[config.mk]
export PLATFORM = sky130hd
export DESIGN_NAME = gpc_cfg
export DESIGN_NICKNAME = d
export VERILOG_FILES = /design/src/hw/rtl/gpc_pkg.sv /design/src/hw/rtl/gpc_cfg.sv
export SDC_FILE = /design/constraint.sdc
export NUM_CORES = 1
export LEC_CHECK = 0
export BUFFER_PORTS_ARGS = -buffer_cell sky130_fd_sc_hd__buf_2
export CAP_MARGIN = 20
export CORE_UTILIZATION = 50
export CTS_BUF_LIST = sky130_fd_sc_hd__clkbuf_4
export DETAILED_ROUTE_END_ITERATION = 12
export PLACE_DENSITY = 0.83
export SLEW_MARGIN = 25
export SYNTH_ARGS = -nofsm -noshare
export SYNTH_HDL_FRONTEND = slang
export SYNTH_SLANG_ARGS = --single-unit
export TNS_END_PERCENT = 100
[constraint.sdc]
create_clock -name clk -period 1.6 [get_ports clk]
set_input_delay 0.24 -clock clk [delete_from_list [all_inputs] [get_ports clk]]
set_output_delay 0.24 -clock clk [all_outputs]
set_load 0.005 [all_outputs]
[src/hw/rtl/gpc_pkg.sv]
`timescale 1ns / 1ps

package gpc_pkg;

	localparam int MAX_ROWS      = 1024;
	localparam int MAX_SUCCESSES = 5;

	localparam int ADDR_W    = $clog2(MAX_ROWS);
	localparam int ROW_CNT_W = $clog2(MAX_ROWS + 1);
	localparam int SUCC_W    = $clog2(MAX_SUCCESSES + 1);

	localparam int ROW_W   = 64;
	localparam int TRIAL_W = 63;
	localparam int VW_W    = 7;
	localparam int RC_W    = 11;
	localparam int IDX_W   = 10;
	localparam int DATA_W  = 64;
	localparam int PADDR_W = 5;

	localparam logic [ROW_W-1:0] GEN_C0 = 64'h9E3779B97F4A7C15;
	localparam logic [ROW_W-1:0] GEN_C1 = 64'hBF58476D1CE4E5B9;
	localparam int GEN_SH_A = 23;
	localparam int GEN_SH_B = 18;
	localparam int GEN_SH_C = 5;

	typedef logic [1:0] reg_idx_t;
	localparam reg_idx_t REG_ROW_COUNT    = 2'd0;
	localparam reg_idx_t REG_VECTOR_WIDTH = 2'd1;
	localparam reg_idx_t REG_TRIAL_LIMIT  = 2'd2;
	localparam reg_idx_t REG_SEED_VALUE   = 2'd3;

	typedef struct packed {
		logic [RC_W-1:0]    row_count;
		logic [VW_W-1:0]    vector_width;
		logic [TRIAL_W-1:0] trial_limit;
		logic [ROW_W-1:0]   seed_value;
	} cfg_t;

	typedef struct packed {
		logic              we;
		logic [ADDR_W-1:0] waddr;
		logic [ROW_W-1:0]  wdata;
		logic              re;
		logic [ADDR_W-1:0] raddr;
	} mem_req_t;

	function automatic logic [ROW_W-1:0] gen_mask(input logic [VW_W-1:0] vw);
		logic [ROW_W-1:0] m;
		if (vw == '0) begin
			m = '0;
		end else if (32'(vw) >= ROW_W) begin
			m = '1;
		end else begin
			m = (ROW_W'(1) << vw) - ROW_W'(1);
		end
		return m;
	endfunction

	function automatic logic [ROW_CNT_W-1:0] sat_rows(input logic [RC_W-1:0] rc);
		logic [ROW_CNT_W-1:0] r;
		if (32'(rc) > 32'(MAX_ROWS)) begin
			r = ROW_CNT_W'(MAX_ROWS);
		end else begin
			r = ROW_CNT_W'(rc);
		end
		return r;
	endfunction

endpackage

[src/hw/rtl/gpc_cfg.sv]
`timescale 1ns / 1ps

module gpc_cfg (
	input  logic                         clk,
	input  logic                         arst_n,
	input  logic                         psel,
	input  logic                         penable,
	input  logic                         pwrite,
	input  logic [gpc_pkg::PADDR_W-1:0]  paddr,
	input  logic [gpc_pkg::DATA_W-1:0]   pwdata,
	output logic [gpc_pkg::DATA_W-1:0]   prdata,
	output logic                         pready,
	output gpc_pkg::cfg_t                cfg
);

	gpc_pkg::cfg_t    cfg_q;
	gpc_pkg::reg_idx_t idx;
	logic             wr;

	assign idx    = paddr[4:3];
	assign wr     = psel && penable && pwrite;
	assign pready = 1'b1;
	assign cfg    = cfg_q;

	always_ff @(posedge clk or negedge arst_n) begin
		if (!arst_n) begin
			cfg_q.row_count    <= gpc_pkg::RC_W'(1);
			cfg_q.vector_width <= gpc_pkg::VW_W'(64);
			cfg_q.trial_limit  <= '0;
			cfg_q.seed_value   <= gpc_pkg::ROW_W'(1);
		end else if (wr) begin
			case (idx)
				gpc_pkg::REG_ROW_COUNT:    cfg_q.row_count    <= pwdata[gpc_pkg::RC_W-1:0];
				gpc_pkg::REG_VECTOR_WIDTH: cfg_q.vector_width <= pwdata[gpc_pkg::VW_W-1:0];
				gpc_pkg::REG_TRIAL_LIMIT:  cfg_q.trial_limit  <= pwdata[gpc_pkg::TRIAL_W-1:0];
				gpc_pkg::REG_SEED_VALUE:   cfg_q.seed_value   <= pwdata[gpc_pkg::ROW_W-1:0];
				default: ;
			endcase
		end
	end

	always_comb begin
		case (idx)
			gpc_pkg::REG_ROW_COUNT:    prdata = gpc_pkg::DATA_W'(cfg_q.row_count);
			gpc_pkg::REG_VECTOR_WIDTH: prdata = gpc_pkg::DATA_W'(cfg_q.vector_width);
			gpc_pkg::REG_TRIAL_LIMIT:  prdata = gpc_pkg::DATA_W'(cfg_q.trial_limit);
			gpc_pkg::REG_SEED_VALUE:   prdata = gpc_pkg::DATA_W'(cfg_q.seed_value);
			default:                   prdata = '0;
		endcase
	end

endmodule

==> metrics.txt <==
# TYPE chip_impl_metric gauge
chip_impl_info{name="outcome",value="finished, violations left"} 1
chip_impl_info{name="failing_checks",value="negative setup slack"} 1
chip_impl_metric{name="crit_path_arrival_time",unit="ns"} 1.67
chip_impl_metric{name="die_width",unit="um"} 119
chip_impl_metric{name="slew_viol_final",unit=""} 0
chip_impl_metric{name="simple_gate_fraction_of_synth_area",unit=""} 0.0559
chip_impl_info{name="min-delay-path-class",value="in2async"} 1
chip_impl_metric{name="layout.filler_cells",unit=""} 784
chip_impl_metric{name="synth_adder_area_share",unit=""} 0
chip_impl_metric{name="vias_per_cell",unit=""} 5.18
chip_impl_metric{name="synth_largest_type_area_fraction",unit=""} 0.521
chip_impl_metric{name="via_count",unit=""} 5503
chip_impl_metric{name="gp_congestion",unit=""} 0.797
chip_impl_metric{name="drtAntennaViolNets",unit=""} 0
chip_impl_metric{name="groute.usage.overall",unit=""} 0.278
chip_impl_info{name="top_usage_layer",value="met2"} 1
chip_impl_metric{name="achievable-frequency",unit="MHz"} 525
chip_impl_metric{name="dpl_worst_slack",unit="ns"} 0.0525
chip_impl_info{name="clock_tree.root_cell",value="sky130_fd_sc_hd__clkbuf_4"} 1
chip_impl_metric{name="power.share.clock",unit=""} 0.256
chip_impl_metric{name="drt_pre_antenna_iters",unit=""} 4
chip_impl_metric{name="finalCritPeriodShare",unit=""} 1.19
chip_impl_metric{name="synthDistinctLibCells",unit=""} 21
chip_impl_metric{name="grt.met2_usage",unit=""} 0.501
chip_impl_metric{name="initial_antenna_violation_count",unit=""} 1
chip_impl_metric{name="post_synthesis_instance_total",unit=""} 449
chip_impl_metric{name="yosys.area_share.xor_xnor",unit=""} 0
chip_impl_metric{name="pin_count",unit=""} 284
chip_impl_metric{name="design.die.area",unit="mm^2"} 0.0141
chip_impl_metric{name="crit_path_max_fanout",unit=""} 2
chip_impl_metric{name="final-hold-violation-count",unit=""} 0
chip_impl_metric{name="synth-seq-area-share",unit=""} 0.532
chip_impl_metric{name="detail_route.iter0.violations",unit=""} 293
chip_impl_metric{name="synthToLayoutAreaGrowth",unit="%"} 49.4
chip_impl_metric{name="port-buffer-count",unit=""} 279
chip_impl_metric{name="clock_insertion_delay_worst_skew",unit="ns"} 0.54
chip_impl_metric{name="cts.clk_slew.worst_paths",unit="ns"} 0.13
chip_impl_metric{name="fraction_of_layout_instances_using_a_drive_strength_above_1",unit=""} 0.641
chip_impl_info{name="synthDominantAreaCellType",value="sky130_fd_sc_hd__dfrtp_1"} 1
chip_impl_metric{name="fp-row-count",unit=""} 42
chip_impl_metric{name="globalRouteMet1Util",unit=""} 0.306
chip_impl_metric{name="worst_ep_required_time",unit="ns"} 1.36
chip_impl_metric{name="synth.cell_area",unit="mm^2"} 0.00682
chip_impl_metric{name="route.final.wire_length",unit="mm"} 20.0
chip_impl_metric{name="power.combinational.fraction",unit=""} 0.330
chip_impl_metric{name="maximum_buffer_depth_of_the_clock_tree",unit=""} 2
chip_impl_metric{name="share_seq_of_total_power",unit=""} 0.414
chip_impl_metric{name="period_needed",unit="ns"} 1.91
chip_impl_metric{name="p_int",unit="mW"} 9.04
chip_impl_metric{name="setup_viol",unit=""} 17
chip_impl_metric{name="initial_utilization",unit=""} 0.513
chip_impl_info{name="crit_path_end_kind",value="output port"} 1
chip_impl_metric{name="grt_pass1_vias",unit=""} 5755
chip_impl_metric{name="grt_max_degree",unit=""} 49
chip_impl_metric{name="cts_max_level",unit=""} 4
chip_impl_metric{name="total_congestion_overflow",unit=""} 0
chip_impl_metric{name="slack_of_the_worst_reg_to_reg_path",unit="ns"} 0.57
chip_impl_metric{name="placeableCoreArea",unit="mm^2"} 0.0133
chip_impl_metric{name="ys.warnings.count",unit=""} 0
chip_impl_metric{name="tritoncts.num_buffers",unit=""} 17
chip_impl_metric{name="routedWlPerCell",unit="um"} 18.8
chip_impl_metric{name="share_of_synthesized_area_spent_on_multiplexers",unit=""} 0.378
chip_impl_metric{name="drc",unit=""} 0
chip_impl_metric{name="irDropWorstVdd",unit="mV"} 0.845
chip_impl_metric{name="ys_seq_elements",unit=""} 145
chip_impl_info{name="critical_path.startpoint_type",value="register"} 1
chip_impl_metric{name="net-switching-power",unit="mW"} 3.61
chip_impl_metric{name="static-leakage-power",unit="nW"} 5.42
chip_impl_metric{name="use_met3",unit=""} 0.0541
chip_impl_metric{name="dpl-instance-area",unit="mm^2"} 0.00852
chip_impl_info{name="synth_top_family_by_area",value="multiplexers"} 1
chip_impl_metric{name="clock_sinks",unit=""} 145
chip_impl_metric{name="grt_pass1_wl",unit="mm"} 30.0
chip_impl_metric{name="post-route-worst-setup-slack",unit="ns"} -0.306
chip_impl_metric{name="synth_compound_gate_area_share",unit=""} 0.00514
chip_impl_info{name="netlist_top_cells_area",value="sky130_fd_sc_hd__dfrtp_1, sky130_fd_sc_hd__mux2_2, sky130_fd_sc_hd__mux2_4, sky130_fd_sc_hd__mux2i_1, sky130_fd_sc_hd__nor2b_1"} 1
chip_impl_info{name="clock_tree_from_tritoncts",value="yes"} 1
chip_impl_metric{name="hpwlAfterDp",unit="mm"} 12.0
chip_impl_metric{name="final_area",unit="mm^2"} 0.0102
chip_impl_metric{name="drv_cap",unit=""} 0
chip_impl_metric{name="hold_ws",unit="ns"} 0.200
chip_impl_info{name="unrepaired_setup_endpoints_after_global_routing",value="true"} 1
chip_impl_metric{name="synthesis.area_per_instance",unit="um^2"} 15.2
chip_impl_metric{name="power",unit="mW"} 12.7
chip_impl_metric{name="flip_flop_count_of_the_largest_register_after_layout",unit=""} 145
chip_impl_metric{name="final_standard_cell_utilization_of_the_core",unit=""} 0.767
chip_impl_metric{name="power_density",unit="mW/mm^2"} 1240
chip_impl_metric{name="floorplan.die.height",unit="um"} 119
chip_impl_metric{name="reg2reg_depth",unit=""} 3
chip_impl_metric{name="finClkSkew",unit="ns"} 0
chip_impl_metric{name="p_sw_frac",unit=""} 0.285
chip_impl_metric{name="syn_nets",unit=""} 523
chip_impl_info{name="timing_worst_setup_path_type",value="reg2out"} 1
chip_impl_metric{name="fin_nets",unit=""} 947
## routing by layer
layer / vias up / wire length [um]
met3: 67 / 895
met4: 0 / 852
met5: - / 0
li1: 2445 / -
met1: 2753 / 7720
met2: 238 / 10600
## cell type report
cell class / instances / area (um^2) / area share
multi-input cells: 273 / 3030 / 0.297
well taps: 176 / 220 / 0.0216
diodes: 1 / 2.50 / 0.000245
clock buffers: 18 / 135 / 0.0133
flip-flops and latches: 145 / 3630 / 0.356
clock inverters: 14 / 284 / 0.0279
repair buffers: 436 / 2890 / 0.283
## power by group through the flow
stage,Combinational [mW],Clock (mW),Sequential (mW)
floorplan,1.53,0,5.24
global placement,3.06,0,5.27
detailed placement,3.17,0,5.33
CTS,3.66,3.28,5.23
global route,4.47,3.44,5.31
finish,4.18,3.24,5.24
## path summary, 6_finish.rpt
path	to	from
worst min-delay path	cfg[72]	arst_n
max in group asynchronous	cfg[69]	arst_n
worst max-delay path	prdata[9]	cfg[73]
min in group clk	cfg[139]	paddr[3]
worst max register to register	cfg[10]	cfg[10]
worst min register to register	cfg[11]	cfg[11]
## kinds of logic (layout without fill, tap and decap cells)
group / Yosys count / after routing
muxes: 208 / 208
AOI/OAI and AO/OA: 4 / 4
DFF: 145 / 145
buffers and inverters: 31 / 468
and+or+nand+nor: 60 / 60
other: 1 / 2
## layout by cell type, fill, tap and decap left out, drive strengths merged, types with 2 or more instances in the layout
cell and n:
mux2 149, clkinv 4, bufinv 8, clkbuf 18, nor2b 52, dfrtp 142
dlygate4sd3 65, nor2 2, dfstp 3, mux2i 52, a22o 4, buf 371
mux4 7
## repair_timing
action / in CTS / in global routing
hold buffers: 65 / 0
gates resized for setup: 5 / 4
pin swaps: 3 / 2
setup endpoints to repair: 22 / 61
buffers inserted: 30 / 45
hold endpoints to repair: 266 / 0
## per-stage QoR
step / cells / TNS (ns)
floorplan: 449 / 0
global placement: 890 / 0
detailed placement: 890 / 0
CTS: 1017 / -2.71
global route: 1063 / -5.91
finish: 1063 / -2.46
## critical path: stages (launching register included)
cell,delay (ns)
sky130_fd_sc_hd__dfrtp_1,0.44
sky130_fd_sc_hd__mux2_4,0.29
sky130_fd_sc_hd__a22o_1,0.24
sky130_fd_sc_hd__buf_2,0.14
## synth_stat cells, drive strengths merged
master,count
mux2,149
dfrtp,142
mux2i,52
nor2b,52
buf,23
clkbuf,8
mux4,7
a22o,4
dfstp,3
nor2,2
and3,1
conb,1
nand2,1
nand3,1
nor3,1
nor3b,1
or3b,1
No activity file was read; power rests on OpenSTA's default activity.
