<file path="config.mk">
export PLATFORM = sky130hd
export DESIGN_NAME = gpc_search_flat
export DESIGN_NICKNAME = d
export VERILOG_FILES = /design/src/hw/rtl/gpc_pkg.sv /design/src/hw/rtl/gpc_if.sv /design/src/hw/rtl/gpc_search.sv /design/src/flat_wrapper.sv
export SDC_FILE = /design/constraint.sdc
export NUM_CORES = 2
export LEC_CHECK = 0
export ABC_AREA = 0
export BUFFER_PORTS_ARGS = -buffer_cell sky130_fd_sc_hd__buf_4
export CORE_UTILIZATION = 62
export DETAILED_ROUTE_END_ITERATION = 8
export MAX_ROUTING_LAYER = met4
export PLACE_DENSITY_LB_ADDON = 0.25
export SYNTH_ARGS = -nofsm -noshare
export SYNTH_HDL_FRONTEND = slang
export SYNTH_SLANG_ARGS = --single-unit
</file>
<file path="constraint.sdc">
create_clock -name clk -period 44.1 [get_ports clk]
set_input_delay 4.41 -clock clk [delete_from_list [all_inputs] [get_ports clk]]
set_output_delay 4.41 -clock clk [all_outputs]
set_load 0.02 [all_outputs]
</file>
<file path="src/hw/rtl/gpc_pkg.sv">
`timescale 1ns / 1ps

package gpc_pkg;

	localparam int MAX_ROWS      = 1024;
	localparam int MAX_SUCCESSES = 5;

	localparam int ADDR_W    = $clog2(MAX_ROWS);
	localparam int ROW_CNT_W = $clog2(MAX_ROWS + 1);
	localparam int SUCC_W    = $clog2(MAX_SUCCESSES + 1);

	localparam int ROW_W   = 64;
	localparam int TRIAL_W = 63;
	localparam int VW_W    = 7;
	localparam int RC_W    = 11;
	localparam int IDX_W   = 10;
	localparam int DATA_W  = 64;
	localparam int PADDR_W = 5;

	localparam logic [ROW_W-1:0] GEN_C0 = 64'h9E3779B97F4A7C15;
	localparam logic [ROW_W-1:0] GEN_C1 = 64'hBF58476D1CE4E5B9;
	localparam int GEN_SH_A = 23;
	localparam int GEN_SH_B = 18;
	localparam int GEN_SH_C = 5;

	typedef logic [1:0] reg_idx_t;
	localparam reg_idx_t REG_ROW_COUNT    = 2'd0;
	localparam reg_idx_t REG_VECTOR_WIDTH = 2'd1;
	localparam reg_idx_t REG_TRIAL_LIMIT  = 2'd2;
	localparam reg_idx_t REG_SEED_VALUE   = 2'd3;

	typedef struct packed {
		logic [RC_W-1:0]    row_count;
		logic [VW_W-1:0]    vector_width;
		logic [TRIAL_W-1:0] trial_limit;
		logic [ROW_W-1:0]   seed_value;
	} cfg_t;

	typedef struct packed {
		logic              we;
		logic [ADDR_W-1:0] waddr;
		logic [ROW_W-1:0]  wdata;
		logic              re;
		logic [ADDR_W-1:0] raddr;
	} mem_req_t;

	function automatic logic [ROW_W-1:0] gen_mask(input logic [VW_W-1:0] vw);
		logic [ROW_W-1:0] m;
		if (vw == '0) begin
			m = '0;
		end else if (32'(vw) >= ROW_W) begin
			m = '1;
		end else begin
			m = (ROW_W'(1) << vw) - ROW_W'(1);
		end
		return m;
	endfunction

	function automatic logic [ROW_CNT_W-1:0] sat_rows(input logic [RC_W-1:0] rc);
		logic [ROW_CNT_W-1:0] r;
		if (32'(rc) > 32'(MAX_ROWS)) begin
			r = ROW_CNT_W'(MAX_ROWS);
		end else begin
			r = ROW_CNT_W'(rc);
		end
		return r;
	endfunction

endpackage

</file>
<file path="src/hw/rtl/gpc_if.sv">
`timescale 1ns / 1ps

interface gpc_cmd_if;
	logic                        valid;
	logic                        ready;
	logic                        kind;
	logic [gpc_pkg::IDX_W-1:0]   row_index;
	logic [gpc_pkg::ROW_W-1:0]   row_bits;

	modport source(output valid, kind, row_index, row_bits, input ready);
	modport sink(input valid, kind, row_index, row_bits, output ready);
endinterface

interface gpc_res_if;
	logic                        valid;
	logic                        ready;
	logic                        found;
	logic [gpc_pkg::TRIAL_W-1:0] trial_number;
	logic [gpc_pkg::ROW_W-1:0]   vector_one;
	logic [gpc_pkg::ROW_W-1:0]   vector_two;
	logic [gpc_pkg::ROW_W-1:0]   vector_three;
	logic                        last_result;

	modport source(output valid, found, trial_number, vector_one, vector_two, vector_three,
		last_result, input ready);
	modport sink(input valid, found, trial_number, vector_one, vector_two, vector_three,
		last_result, output ready);
endinterface

</file>
<file path="src/hw/rtl/gpc_search.sv">
`timescale 1ns / 1ps

module gpc_search (
	input  logic                       clk,
	input  logic                       arst_n,
	input  gpc_pkg::cfg_t              cfg,
	gpc_cmd_if.sink                    cmd,
	gpc_res_if.source                  res,
	output gpc_pkg::mem_req_t          mem_req,
	input  logic [gpc_pkg::ROW_W-1:0]  mem_rdata
);

	localparam logic [2:0] ST_IDLE  = 3'd0;
	localparam logic [2:0] ST_GEN   = 3'd1;
	localparam logic [2:0] ST_SCAN  = 3'd2;
	localparam logic [2:0] ST_HIT   = 3'd3;
	localparam logic [2:0] ST_NEXT  = 3'd4;
	localparam logic [2:0] ST_FINAL = 3'd5;

	logic [2:0]                      state_q;
	logic [1:0]                      gen_cnt_q;
	logic [gpc_pkg::TRIAL_W-1:0]     trial_q;
	logic [gpc_pkg::SUCC_W-1:0]      succ_q;
	logic [gpc_pkg::ROW_CNT_W-1:0]   ptr_q;
	logic                            chk_s1;
	logic                            chk_last_s1;
	logic                            pend_valid_q;
	logic                            out_valid_q;

	logic [gpc_pkg::ROW_W-1:0]       w0_q, w1_q;
	logic [gpc_pkg::ROW_W-1:0]       va_q, vb_q, vc_q;
	logic [gpc_pkg::TRIAL_W-1:0]     pend_trial_q;
	logic [gpc_pkg::ROW_W-1:0]       pend_a_q, pend_b_q, pend_c_q;
	logic                            out_found_q;
	logic                            out_last_q;
	logic [gpc_pkg::TRIAL_W-1:0]     out_trial_q;
	logic [gpc_pkg::ROW_W-1:0]       out_a_q, out_b_q, out_c_q;

	logic                            cmd_acc;
	logic                            search_go;
	logic [gpc_pkg::ROW_CNT_W-1:0]   rows;
	logic [gpc_pkg::ROW_W-1:0]       mask;
	logic [gpc_pkg::ROW_W-1:0]       gx, w1_nx, draw;
	logic                            syn_zero;
	logic                            issue;
	logic                            out_free;
	logic                            hit_go;
	logic                            succ_done;
	logic                            trial_done;
	logic                            load_hit;
	logic                            load_final;

	assign cmd.ready  = (state_q == ST_IDLE);
	assign cmd_acc    = cmd.valid && cmd.ready;
	assign search_go  = cmd_acc && cmd.kind;

	assign rows = gpc_pkg::sat_rows(cfg.row_count);
	assign mask = gpc_pkg::gen_mask(cfg.vector_width);

	// xorshift128+ step
	assign gx    = w0_q ^ (w0_q << gpc_pkg::GEN_SH_A);
	assign w1_nx = gx ^ w1_q ^ (gx >> gpc_pkg::GEN_SH_B) ^ (w1_q >> gpc_pkg::GEN_SH_C);
	assign draw  = (w1_nx + w1_q) & mask;

	assign syn_zero = !(^(mem_rdata & va_q)) && !(^(mem_rdata & vb_q))
		&& !(^(mem_rdata & vc_q));

	// stop issuing reads once the current row decides the trial
	assign issue = (state_q == ST_SCAN) && !(chk_s1 && (syn_zero || chk_last_s1))
		&& (ptr_q < rows);

	assign out_free   = !out_valid_q || res.ready;
	assign hit_go     = !pend_valid_q || out_free;
	assign succ_done  = (32'(succ_q) + 32'd1) >= 32'(gpc_pkg::MAX_SUCCESSES);
	assign trial_done = (trial_q + gpc_pkg::TRIAL_W'(1)) >= cfg.trial_limit;
	assign load_hit   = (state_q == ST_HIT) && pend_valid_q && out_free;
	assign load_final = (state_q == ST_FINAL) && out_free;

	always_comb begin
		mem_req.we    = cmd_acc && !cmd.kind && (32'(cmd.row_index) < 32'(gpc_pkg::MAX_ROWS));
		mem_req.waddr = gpc_pkg::ADDR_W'(cmd.row_index);
		mem_req.wdata = cmd.row_bits;
		mem_req.re    = issue;
		mem_req.raddr = ptr_q[gpc_pkg::ADDR_W-1:0];
	end

	always_ff @(posedge clk or negedge arst_n) begin
		if (!arst_n) begin
			state_q      <= ST_IDLE;
			gen_cnt_q    <= '0;
			trial_q      <= '0;
			succ_q       <= '0;
			ptr_q        <= '0;
			chk_s1       <= 1'b0;
			chk_last_s1  <= 1'b0;
			pend_valid_q <= 1'b0;
			out_valid_q  <= 1'b0;
		end else begin
			if (load_hit || load_final) begin
				out_valid_q <= 1'b1;
			end else if (res.ready) begin
				out_valid_q <= 1'b0;
			end

			case (state_q)
				ST_IDLE: begin
					if (search_go) begin
						trial_q      <= '0;
						succ_q       <= '0;
						pend_valid_q <= 1'b0;
						gen_cnt_q    <= '0;
						state_q      <= (cfg.trial_limit == '0) ? ST_FINAL : ST_GEN;
					end
				end
				ST_GEN: begin
					if (gen_cnt_q == 2'd2) begin
						gen_cnt_q <= '0;
						ptr_q     <= '0;
						chk_s1    <= 1'b0;
						state_q   <= (rows == '0) ? ST_HIT : ST_SCAN;
					end else begin
						gen_cnt_q <= gen_cnt_q + 2'd1;
					end
				end
				ST_SCAN: begin
					if (chk_s1 && syn_zero) begin
						chk_s1  <= 1'b0;
						state_q <= ST_NEXT;
					end else if (chk_s1 && chk_last_s1) begin
						chk_s1  <= 1'b0;
						state_q <= ST_HIT;
					end else if (issue) begin
						chk_s1      <= 1'b1;
						chk_last_s1 <= (ptr_q + gpc_pkg::ROW_CNT_W'(1)) == rows;
						ptr_q       <= ptr_q + gpc_pkg::ROW_CNT_W'(1);
					end else begin
						chk_s1 <= 1'b0;
					end
				end
				ST_HIT: begin
					// hold until the previous success can move to the output
					if (hit_go) begin
						pend_valid_q <= 1'b1;
						succ_q       <= succ_q + gpc_pkg::SUCC_W'(1);
						state_q      <= succ_done ? ST_FINAL : ST_NEXT;
					end
				end
				ST_NEXT: begin
					trial_q <= trial_q + gpc_pkg::TRIAL_W'(1);
					state_q <= trial_done ? ST_FINAL : ST_GEN;
				end
				ST_FINAL: begin
					if (out_free) begin
						pend_valid_q <= 1'b0;
						state_q      <= ST_IDLE;
					end
				end
				default: state_q <= ST_IDLE;
			endcase
		end
	end

	always_ff @(posedge clk) begin
		if (search_go) begin
			w0_q <= gpc_pkg::GEN_C0 ^ cfg.seed_value;
			w1_q <= gpc_pkg::GEN_C1;
		end else if (state_q == ST_GEN) begin
			w0_q <= w1_q;
			w1_q <= w1_nx;
			case (gen_cnt_q)
				2'd0:    va_q <= draw;
				2'd1:    vb_q <= draw;
				default: vc_q <= draw;
			endcase
		end

		if ((state_q == ST_HIT) && hit_go) begin
			pend_trial_q <= trial_q;
			pend_a_q     <= va_q;
			pend_b_q     <= vb_q;
			pend_c_q     <= vc_q;
		end

		if (load_hit) begin
			out_found_q <= 1'b1;
			out_last_q  <= 1'b0;
			out_trial_q <= pend_trial_q;
			out_a_q     <= pend_a_q;
			out_b_q     <= pend_b_q;
			out_c_q     <= pend_c_q;
		end else if (load_final) begin
			out_found_q <= pend_valid_q;
			out_last_q  <= 1'b1;
			out_trial_q <= pend_valid_q ? pend_trial_q : '0;
			out_a_q     <= pend_valid_q ? pend_a_q : '0;
			out_b_q     <= pend_valid_q ? pend_b_q : '0;
			out_c_q     <= pend_valid_q ? pend_c_q : '0;
		end
	end

	assign res.valid        = out_valid_q;
	assign res.found        = out_found_q;
	assign res.trial_number = out_trial_q;
	assign res.vector_one   = out_a_q;
	assign res.vector_two   = out_b_q;
	assign res.vector_three = out_c_q;
	assign res.last_result  = out_last_q;

endmodule

</file>
<file path="src/flat_wrapper.sv">
// flat-port wrapper written by rule: the top's interface ports become plain ports
module gpc_search_flat 
  (clk, arst_n, cfg, mem_req, mem_rdata, cmd_valid, cmd_kind, cmd_row_index, cmd_row_bits, cmd_ready, res_valid, res_found, res_trial_number, res_vector_one, res_vector_two, res_vector_three, res_last_result, res_ready);
  gpc_cmd_if cmd_i ();
  gpc_res_if res_i ();
  input  logic clk;
  input  logic arst_n;
  input  gpc_pkg::cfg_t cfg;
  output gpc_pkg::mem_req_t mem_req;
  input  logic [gpc_pkg::ROW_W-1:0] mem_rdata;
  input wire logic [$bits(cmd_i.valid)-1:0] cmd_valid;
  input wire logic [$bits(cmd_i.kind)-1:0] cmd_kind;
  input wire logic [$bits(cmd_i.row_index)-1:0] cmd_row_index;
  input wire logic [$bits(cmd_i.row_bits)-1:0] cmd_row_bits;
  output wire logic [$bits(cmd_i.ready)-1:0] cmd_ready;
  output wire logic [$bits(res_i.valid)-1:0] res_valid;
  output wire logic [$bits(res_i.found)-1:0] res_found;
  output wire logic [$bits(res_i.trial_number)-1:0] res_trial_number;
  output wire logic [$bits(res_i.vector_one)-1:0] res_vector_one;
  output wire logic [$bits(res_i.vector_two)-1:0] res_vector_two;
  output wire logic [$bits(res_i.vector_three)-1:0] res_vector_three;
  output wire logic [$bits(res_i.last_result)-1:0] res_last_result;
  input wire logic [$bits(res_i.ready)-1:0] res_ready;
  assign cmd_i.valid = cmd_valid;
  assign cmd_i.kind = cmd_kind;
  assign cmd_i.row_index = cmd_row_index;
  assign cmd_i.row_bits = cmd_row_bits;
  assign cmd_ready = cmd_i.ready;
  assign res_valid = res_i.valid;
  assign res_found = res_i.found;
  assign res_trial_number = res_i.trial_number;
  assign res_vector_one = res_i.vector_one;
  assign res_vector_two = res_i.vector_two;
  assign res_vector_three = res_i.vector_three;
  assign res_last_result = res_i.last_result;
  assign res_i.ready = res_ready;
  gpc_search u_core (.clk(clk), .arst_n(arst_n), .cfg(cfg), .cmd(cmd_i), .res(res_i), .mem_req(mem_req), .mem_rdata(mem_rdata));
endmodule
</file>
==> results.md <==
- Ys flop type: edfxtp_1
- Worst min path class: reg2reg
- Most frequent cell after synthesis: edfxtp_1
- Die Y: about 270 um
- Clock-pin slew on the worst setup and hold paths: 0.06 ns
- Vias per std cell: 6.00
- Fin util: 0.725
- Total gr overflow: 0
- Tcrit/Tclk final: 0.274
- First-pass GRT wire length: 191 mm
- FP Rows: a little under 100
- Slew Limit Fails: 0
- Layout cell share with drive strength beyond 1: 0.159
- Fin nets: roughly 4700
- Failing checks: max-capacitance violations
- Mux contribution to synthesized area: 0.00137
- Vias post-DR: 31816
- CP max stage cell: nand4bb_1
- Synth top area share: 0.514
- Die area: 73200 um2
- Drt first pass iters: 6
- Maxcap violations: 1
- Worst-Skew Late Latency: 0.69 ns
- Sequential-to-total area share from yosys stat: 0.592
- Largest area contributor in the netlist: edfxtp_1
- Final-layout fill cell count: 4963
- Worst-path cell chain: buf_4, nand2_1, xor2_1, xnor2_1, xnor2_1, xnor2_1, xnor2_1, xnor2_1, nand4_1, nand4bb_1, inv_1, buf_4
- Max clock buf depth: 3
- Buffers & Inverters on Critical Path: 3
- Top delay family on crit path: simple AND/OR/NAND/NOR gates
- Synthesized instance count: 3889
- Final Hold Fails: 0
- CTS tree: built
- Asr flop ratio synth: 0.0937
- CP Capture Type: output port
- Worst slew pin tran: 1.43 ns
- Synth Area in Compound Gates: 0.0847
- WHS: 0.420 ns
- Kind of critical path: in2out
- Post-DRT Antenna Nets: 0
- Root Buffer: clkbuf_16
- DRT iter0 DRCs: 3458
- Initial Util: 0.626
- # clock sinks: about 920
- Crit-path max cell delay: 0.92 ns
- CP max FO: 26
- Total Wirelength: 131 mm
- CTS Hold Bufs: 0
- CP Capture Point: mem_req[10]
- # setup viols final: 0
- Largest family of logic cells by synthesized area: simple AND/OR/NAND/NOR gates
- PortBufs: 484
- Worst rel slew slack: 0.0206
- Mean area per synthesized cell: 11.5 um2
- Placer Congestion: about 1
- Status: finished with violations
- Postcts setup bufs: 0
- Launch point of the worst path: mem_rdata[54]
- Yosys reg bits: 918
- Top Ports: around 630
- Cell mode on critical path: xnor2_1
- Crit path DAT: 7.69 ns
- Total Routing Usage GR: 0.363
- CTS Buf Count: 91
- Synth area leaders: edfxtp_1, xnor2_1, dfrtp_1
- Xor/xnor share of the synthesized area: 0.105
- Clock period minus worst slack: ~12 ns
- Post-DP HPWL: 96.5 mm
- Vias in the first global route: between 30000 and 40000
- Post-synth EDFFs: between 700 and 800
- Initial antenna violation count: 22
- Fmax: 82.6 MHz
- Clock skew: 0.0452 ns
- Crit path depth: 12
- Net count after synthesis: 4320
- Reg2reg end: u_core.state_q[2]
- Core Box Area: around 71000 um2
- Worst R2R Path Depth: 22
- Reg2reg start: u_core.trial_q[0]
- Drt drc: 0
- Required @ worst endpoint: roughly 40 ns
- FF-to-FF setup slack: 37.79 ns
- CP startpoint kind: primary input
- Fin Setup TNS: 0 ns
- Largest net degree at the start of global routing: 180
- PostCTS Resize Cnt: 0
- Layout area overhead: 15.8%
- Yosys cell types: between 70 and 80
- Ys Warns: 0
- CTS H-tree lvls: 3
- Commonest cells in the synthesized netlist: edfxtp_1, nand2_1, xnor2_1
- RSZ-0062 raised after global routing: no
- Average wire per standard cell: about 25 um
- Post-synthesis simple-gate area fraction: 0.142
- Placed Area: 48700 um2
- Chip Width: 271 um
- Synth Area in Adders: 0.0402
- Post-route cell area: 51800 um2
- Area of the mapped netlist: between 40000 and 50000 um2
state kept, by name (all words and copies together) (netlist names):
signal and count:
u_core.chk_last_s1 1, u_core.chk_s1 1, u_core.pend_b_q 64, u_core.pend_a_q 64
u_core.vb_q 64, u_core.trial_q 63, u_core.res.found 1, u_core.res.valid 1
u_core.res.vector_two 64, u_core.w0_q 64, u_core.state_q 3, u_core.succ_q 3
u_core.vc_q 64, u_core.pend_valid_q 1, u_core.gen_cnt_q 2, u_core.w1_q 64
u_core.res.vector_three 64, u_core.res.last_result 1, u_core.res.vector_one 64, u_core.pend_c_q 64
u_core.ptr_q 11, u_core.pend_trial_q 63, u_core.va_q 64, u_core.res.trial_number 63
through the flow:
step	setup slack, ns	std cells
2_1_floorplan	18.60	3889
3_3_place_gp	32.11	5114
3_5_place_dp	32.05	5114
4_1_cts	32.03	5285
5_1_grt	31.78	5306
6_report	32.00	5307
cell families (layout without fill, tap and decap cells):
| logic type | count (synthesis) | in the layout |
|---|---|---|
| buffers and inverters | 338 | 784 |
| flip-flops | 918 | 918 |
| AND/OR/NAND/NOR | 1331 | 1331 |
| AO/OA/AOI/OAI | 618 | 618 |
| multiplexers | 6 | 6 |
| adder cells (fa/ha/maj) | 143 | 143 |
| XOR/XNOR | 535 | 535 |
| other | 0 | 22 |
worst register-to-register path, delay by kind of cell, from the launching register on:
| kind | cells | cell delay, ns |
|---|---|---|
| AND/OR/NAND/NOR | 8 | 2.68 |
| AO/OA/AOI/OAI | 11 | 2.31 |
| adder cells (fa/ha/maj) | 2 | 0.57 |
| flip-flops | 1 | 0.47 |
| XOR/XNOR | 1 | 0.17 |
per-layer routing:
| metal | vias up | part of all wire | GRT usage |
|---|---|---|---|
| met1 | 15433 | 0.39 | 0.472 |
| met3 | 285 | 0.092 | 0.0629 |
| met4 | 0 | 0.049 | 0.172 |
| met2 | 1711 | 0.47 | 0.556 |
| li1 | 14387 | - | - |
| met5 | - | 0 | - |
final cells by class:
type	instances	area, um2	area share
flip-flops and latches	918	26500	0.511
repair buffers	513	3860	0.0746
diodes	22	55.1	0.00106
inverters	100	375	0.00725
well taps	950	1190	0.0230
clock inverters	65	732	0.0141
clock buffers	106	2340	0.0452
multi-input cells	2633	16800	0.324
cells in the final DEF (no fill, tap or decap), drive strengths merged, types with 10 or more instances in the layout:
cell type  Yosys  layout
and3          32      32
a211oi        16      16
nand4         46      46
nor2b         19      19
xor2         137     137
nor3          52      52
nand2b        17      17
a221oi        10      10
and2         273     273
clkbuf       140     106
a21oi        177     177
o211ai        10      10
edfxtp       766     766
clkinv         1      48
dfxtp         66      66
nor4          27      27
diode          0      22
a31oi         26      26
buf           98     513
o21a          22      22
a21o          68      68
inv           99     103
nand3         94      94
dfrtp         86      86
nor2         195     195
o21ai        194     194
o31ai         25      25
bufinv         0      10
xnor2        398     398
ha           142     142
nand2        545     545
worst min-delay path by stage:
stage,from,end,cells after the start
after floorplan,u_core.trial_q[25],u_core.pend_trial_q[25],0
after global placement,u_core.vb_q[12],u_core.pend_b_q[12],0
after detailed placement,u_core.va_q[18],u_core.pend_a_q[18],0
after CTS,u_core.vc_q[14],u_core.pend_c_q[14],0
after global routing,u_core.vc_q[37],u_core.pend_c_q[37],0
final,u_core.vc_q[14],u_core.pend_c_q[14],0
Power is left out: the tool's default activity adds up to more than one toggle a clock period on the data nets, which glitch-free logic cannot reach.
